--- config.mk ---
export PLATFORM = sky130hd
export DESIGN_NAME = lpht_hash
export DESIGN_NICKNAME = d
export VERILOG_FILES = /design/src/rtl/lpht_pkg.sv /design/src/rtl/lpht_hash.sv
export SDC_FILE = /design/constraint.sdc
export NUM_CORES = 1
export LEC_CHECK = 0
export BUFFER_PORTS_ARGS = -buffer_cell sky130_fd_sc_hd__buf_2
export CORE_AREA = 2 2 169 171
export CTS_CLUSTER_SIZE = 10
export DETAILED_ROUTE_END_ITERATION = 7
export DIE_AREA = 0 0 171 173
export PLACE_DENSITY = 0.57
export RECOVER_POWER = 25
export SLEW_MARGIN = 5
export SYNTH_ARGS = -nofsm -noshare
export SYNTH_HDL_FRONTEND = slang
export SYNTH_SLANG_ARGS = --single-unit
export TNS_END_PERCENT = 30
--- constraint.sdc ---
create_clock -name i_clk -period 10 [get_ports i_clk]
set_input_delay 2 -clock i_clk [delete_from_list [all_inputs] [get_ports i_clk]]
set_output_delay 2 -clock i_clk [all_outputs]
set_load 0.1 [all_outputs]
--- src/rtl/lpht_pkg.sv ---
package lpht_pkg;

    // Field widths of the channels
    localparam int CMD_W   = 2;
    localparam int KEY_W   = 64;
    localparam int VAL_W   = 32;
    localparam int STAT_W  = 2;
    localparam int CNT_W   = 7;
    localparam int CAP_W   = 7;

    // Command codes
    localparam logic [CMD_W-1:0] CMD_PUT = 2'd0;
    localparam logic [CMD_W-1:0] CMD_GET = 2'd1;
    localparam logic [CMD_W-1:0] CMD_DEL = 2'd2;

    // Result status codes
    localparam logic [STAT_W-1:0] STAT_OK       = 2'd0;
    localparam logic [STAT_W-1:0] STAT_NOTFOUND = 2'd1;
    localparam logic [STAT_W-1:0] STAT_FULL     = 2'd2;

    // Slot state codes
    localparam logic [1:0] SLOT_EMPTY    = 2'd0;
    localparam logic [1:0] SLOT_OCCUPIED = 2'd1;
    localparam logic [1:0] SLOT_DELETED  = 2'd2;

    // Hash, load limit and reset capacity constants
    localparam logic [KEY_W-1:0] DJB_START = 64'd5381;
    localparam int               LOAD_NUM  = 7;
    localparam int               LOAD_DEN  = 10;
    localparam logic [CAP_W-1:0] CAP_RESET = 7'd20;

    // Remainder unit: bits of hash taken per cycle
    localparam int MOD_RADIX  = 4;
    localparam int MOD_CYCLES = KEY_W / MOD_RADIX;
    localparam int MOD_CNT_W  = $clog2(MOD_CYCLES);

    typedef struct packed {
        logic [CMD_W-1:0] cmd;
        logic [KEY_W-1:0] key;
        logic [VAL_W-1:0] value;
    } t_in;

    typedef struct packed {
        logic              found;
        logic [VAL_W-1:0]  data_out;
        logic [STAT_W-1:0] status;
        logic [CNT_W-1:0]  count;
    } t_out;

    typedef struct packed {
        logic [1:0]       state;
        logic [KEY_W-1:0] key;
        logic [VAL_W-1:0] value;
    } t_slot;

    typedef enum logic [1:0] {
        H_IDLE,
        H_BYTE,
        H_MOD,
        H_DONE
    } t_hsh_state;

    typedef enum logic [2:0] {
        S_CLEAR,
        S_IDLE,
        S_HASH,
        S_READ,
        S_CHECK,
        S_WRITE,
        S_DONE
    } t_state;

endpackage

--- src/rtl/lpht_hash.sv ---
module lpht_hash #(
    parameter int AW = 6,
    parameter int CW = 7
) (
    input  logic                        i_clk,
    input  logic                        i_rst_n,
    input  logic                        i_start,
    input  logic [lpht_pkg::KEY_W-1:0]  i_key,
    input  logic [CW-1:0]               i_cap,
    output logic                        o_done,
    output logic [AW-1:0]               o_home
);

    lpht_pkg::t_hsh_state r_state, n_state;
    logic [lpht_pkg::KEY_W-1:0]   r_raw;
    logic [lpht_pkg::KEY_W-1:0]   r_h;
    logic [CW-1:0]                r_rem;
    logic [lpht_pkg::MOD_CNT_W-1:0] r_cnt;
    logic [CW-1:0]                n_rem;
    logic                         byte_end;

    assign byte_end = (r_raw[7:0] == 8'd0);

    // Next state
    always_comb begin
        n_state = r_state;
        case (r_state)
            lpht_pkg::H_IDLE: if (i_start) n_state = lpht_pkg::H_BYTE;
            lpht_pkg::H_BYTE: if (byte_end) n_state = lpht_pkg::H_MOD;
            lpht_pkg::H_MOD: begin
                if (r_cnt == lpht_pkg::MOD_CNT_W'(lpht_pkg::MOD_CYCLES - 1)) begin
                    n_state = lpht_pkg::H_DONE;
                end
            end
            lpht_pkg::H_DONE: n_state = lpht_pkg::H_IDLE;
            default: n_state = lpht_pkg::H_IDLE;
        endcase
    end

    // Outputs
    always_comb begin
        o_done = (r_state == lpht_pkg::H_DONE);
        o_home = AW'(r_rem);
    end

    // Fold MOD_RADIX hash bits, most significant first, into the remainder
    always_comb begin
        logic [CW:0] t;
        t = {1'b0, r_rem};
        for (int j = 0; j < lpht_pkg::MOD_RADIX; j++) begin
            t = {t[CW-1:0], r_h[lpht_pkg::KEY_W-1-j]};
            if (t >= {1'b0, i_cap}) begin
                t = t - {1'b0, i_cap};
            end
        end
        n_rem = t[CW-1:0];
    end

    always_ff @(posedge i_clk) begin
        if (!i_rst_n) begin
            r_state <= lpht_pkg::H_IDLE;
        end else begin
            r_state <= n_state;
        end
    end

    // Byte loop: h = h*33 + byte, then the remainder walk
    always_ff @(posedge i_clk) begin
        case (r_state)
            lpht_pkg::H_IDLE: begin
                r_raw <= i_key;
                r_h   <= lpht_pkg::DJB_START;
                r_rem <= '0;
                r_cnt <= '0;
            end
            lpht_pkg::H_BYTE: begin
                if (!byte_end) begin
                    r_h   <= (r_h << 5) + r_h + {56'd0, r_raw[7:0]};
                    r_raw <= {8'd0, r_raw[lpht_pkg::KEY_W-1:8]};
                end
            end
            lpht_pkg::H_MOD: begin
                r_rem <= n_rem;
                r_h   <= r_h << lpht_pkg::MOD_RADIX;
                r_cnt <= r_cnt + 1'b1;
            end
            default: begin
                r_cnt <= r_cnt;
            end
        endcase
    end

endmodule

==> flow_summary_export.csv <==
group,metric,value,unit
outcome,status,"finished, violations left",
outcome,violations,"max-capacitance violations, max-slew violations",
clock_tree,clkSlewWorstSetupHoldPaths,80,ps
min_path,worst_hold_path_type,"flip-flop to flip-flop",
placement,hpwl,21300,um
synth,synth_warnings,0,
clock_tree,clockBufferDepth,2,
route,wirelength,28700,um
final_layout,drive_gt1_share,16.8,%
final_layout,final_net_count,1495,
timing,hold_viol_final,0,
timing,fmax,0.109,GHz
final_layout,nFillCells,2657,
synth,synth_area,12000,um2
clock_tree,clockRootBuffer,"clkbuf_16",
critical_path,worst_setup_path_start_kind,"input port",
synth,synth-edff-count,139,
global_routing,grt_pass1_wl,47200,um
critical_path,cpMostUsedCell,"a21oi_1",
synth,synthCells,1205,
route,drtAntennaViolNets,0,
synth,ys_seq_area_share,35.1,%
clock_tree,clock_sinks,141,
critical_path,slowest_stage,"fa_1",
final_layout,area_delta_synth_final,11.0,%
final_layout,regArea,4210,um2
timing,rsz0062_at_grt,"false",
route,drc,0,
die,die_h,173,um
route,drtIter0Drc,609,
die,ios,81,
timing,fin_crit,9220,ps
clock_tree,postCtsHoldBufs,0,
route,drt_pre_antenna_iters,5,
clock_tree,h-tree-depth,4,
die,core-area,27600,um2
timing,worstMarginPinSlew,3270,ps
placement,gp_congestion,0.881,
critical_path,path_class,"input port to flip-flop",
flow_run,maxCapViolations,2,
route,vias,9284,
clock_tree,cts_buffers,17,
synth,ys.flop_type,"edfxtp_1",
die,rows,61,
critical_path,critPathArrivalTime,9390,ps
global_routing,overflow,0,
global_routing,grt_max_degree,66,
die,die_width,171,um
critical_path,critPathMaxFanout,7,
clock_tree,insertion_delay,450,ps
timing,fin_worst_skew,17.6,ps
timing,setup-violations-final,0,
timing,post-route-period-util,92.2,%
global_routing,grt_pass1_vias,9278,
route,avgRoutedWirePerCell,17.4,um
final_layout,multi_input_area,7390,um2
global_routing,antenna_found_initial,0,
critical_path,required,10170,ps
critical_path,reg2reg_setup_slack,2050,ps
timing,maxSlewHeadroom,-118,%
synth,avgSynthCellArea,9.96,um2
clock_tree,post-cts-setup-buffers,0,
synth,ys_seq_elements,141,
critical_path,slowest_delay,490,ps
synth,async_flop_share,0,%
timing,maxSlewViolCount,116,
die,die_area,29600,um2
clock_tree,cts_tree,"yes",
clock_tree,cts_resized,0,
timing,fin_setup_tns,0,ps
critical_path,end_kind,"flip-flop",
die,start_util,43.5,%
global_routing,grt_usage,19.8,%
route,vias_per_cell,5.63,
synth,synth_cell_types,79,
final_layout,antennaDiodeCount,0,
placement,io_buffer_count,80,
synth,syn-num-nets,1442,
==> final cells by class <==
| type | instances | area share, % |
|---|---|---|
| Sequential cell | 141 | 31.6 |
| Tap cell | 378 | 3.55 |
| Inverter | 52 | 1.46 |
| Timing Repair Buffer | 86 | 3.29 |
| Clock buffer | 17 | 3.19 |
| Multi-Input combinational cell | 960 | 55.5 |
| Clock inverter | 15 | 1.43 |
==> state kept, by name, indices dropped and copies added (netlist names) <==
name / flops
r_state: 2
r_cnt: 4
r_rem: 7
r_raw: 64
r_h: 64
==> critical path, delay by kind of cell <==
kind / cells / cell delay, ps
buf+inv: 2 / 310
mux: 5 / 1340
fa+ha+maj: 4 / 1450
simple gates: 3 / 360
compound gates: 18 / 3920
==> path summary, 6_finish.rpt <==
path | cells after the start | startpoint | to
max | 32 | i_cap[1] | r_rem[3]$_SDFFCE_PN0P_
min | 1 | r_raw[60]$_SDFFCE_PP0P_ | r_raw[52]$_DFFE_PP_
max reg2reg | 33 | r_h[63]$_DFFE_PP_ | r_rem[3]$_SDFFCE_PN0P_
min reg2reg | 1 | r_raw[60]$_SDFFCE_PP0P_ | r_raw[52]$_DFFE_PP_
==> routing by layer <==
metal | wire, um | global-route usage (%) | part of all wire (%)
met5 | 0 | 0 | 0
met3 | 1040 | 3.43 | 3.6
met4 | 345 | 4.38 | 1.2
met1 | 13200 | 26.0 | 46
met2 | 14100 | 34.1 | 49
==> cell families (layout without fill, tap and decap cells) <==
logic type / after synthesis / count (layout) / synth area share (%)
AOI/OAI and AO/OA: 339 / 339 / 19.4
xor gates and xnor gates: 63 / 63 / 4.60
adders and majority gates: 163 / 163 / 17.5
buffers and inverters: 104 / 170 / 3.53
DFF: 141 / 141 / 35.1
muxes: 81 / 81 / 7.56
and+or+nand+nor: 314 / 314 / 12.3
==> synthesized netlist by cell type (3+ instances only) <==
master,instances,area (um2)
or3_1,3,18.8
a21o_1,36,270
o21ai_2,3,26.3
nand2b_1,8,50.1
buf_4,6,45.0
buf_2,3,15.0
edfxtp_1,139,4170
a221o_1,6,60.1
and4_1,5,43.8
inv_1,51,191
o21ai_1,7,35.0
o2111ai_1,10,87.6
mux2_2,68,766
a211oi_1,5,37.5
ha_1,155,1940
a21boi_0,3,22.5
a32o_1,3,30.0
nor3_1,11,55.1
a22oi_1,19,143
xnor2_1,36,315
nand3_1,25,125
nor2_1,80,300
o21bai_1,17,128
o21a_1,16,120
a211o_1,6,52.6
mux2i_1,12,120
a31oi_1,11,68.8
nand4_1,15,93.8
clkbuf_1,41,154
nor2b_1,15,93.8
o21ai_0,62,310
fa_1,8,160
o221ai_1,3,26.3
a21oi_1,87,435
o211ai_1,15,113
nand2_1,114,428
and3_1,13,81.3
xor2_1,27,236
and2_1,13,81.3
==> stage by stage <==
step	std cells	instance area, um2	hold WS [ps]	utilization, %	worst slack [ps]
final	1649	13300	544	48.2	785
after global placement	1617	12700	525	46.1	547
after floorplan	1205	12000	507	-	1090
after detailed placement	1617	12700	531	46.1	341
after global routing	1649	13300	562	48.2	227
after CTS	1649	13400	544	48.3	760
==> cell usage in the layout (no fill, tap or decap), types with 4 or more instances in the layout <==
cell type,instances
a22oi_1,19
a211oi_1,5
buf_4,4
xor2_1,27
nor2_1,80
buf_2,80
inv_8,6
mux2i_1,12
nor3_1,11
xnor2_1,36
a221o_1,6
o2111ai_1,10
nand2_1,114
nand2b_1,8
nor2b_1,15
o21ai_0,60
a31oi_1,11
clkinv_8,5
o211ai_1,15
o21ai_1,7
clkbuf_16,17
and2_1,12
nand4_1,15
fa_1,8
edfxtp_1,139
a21oi_1,87
and3_1,13
and4_1,5
a211o_1,6
o21a_1,16
ha_1,155
inv_1,51
nand3_1,25
o21bai_1,17
a21o_1,36
mux2_2,68
Power is left out: the tool's default activity adds up to more than one toggle a clock period on the data nets, which glitch-free logic cannot reach.
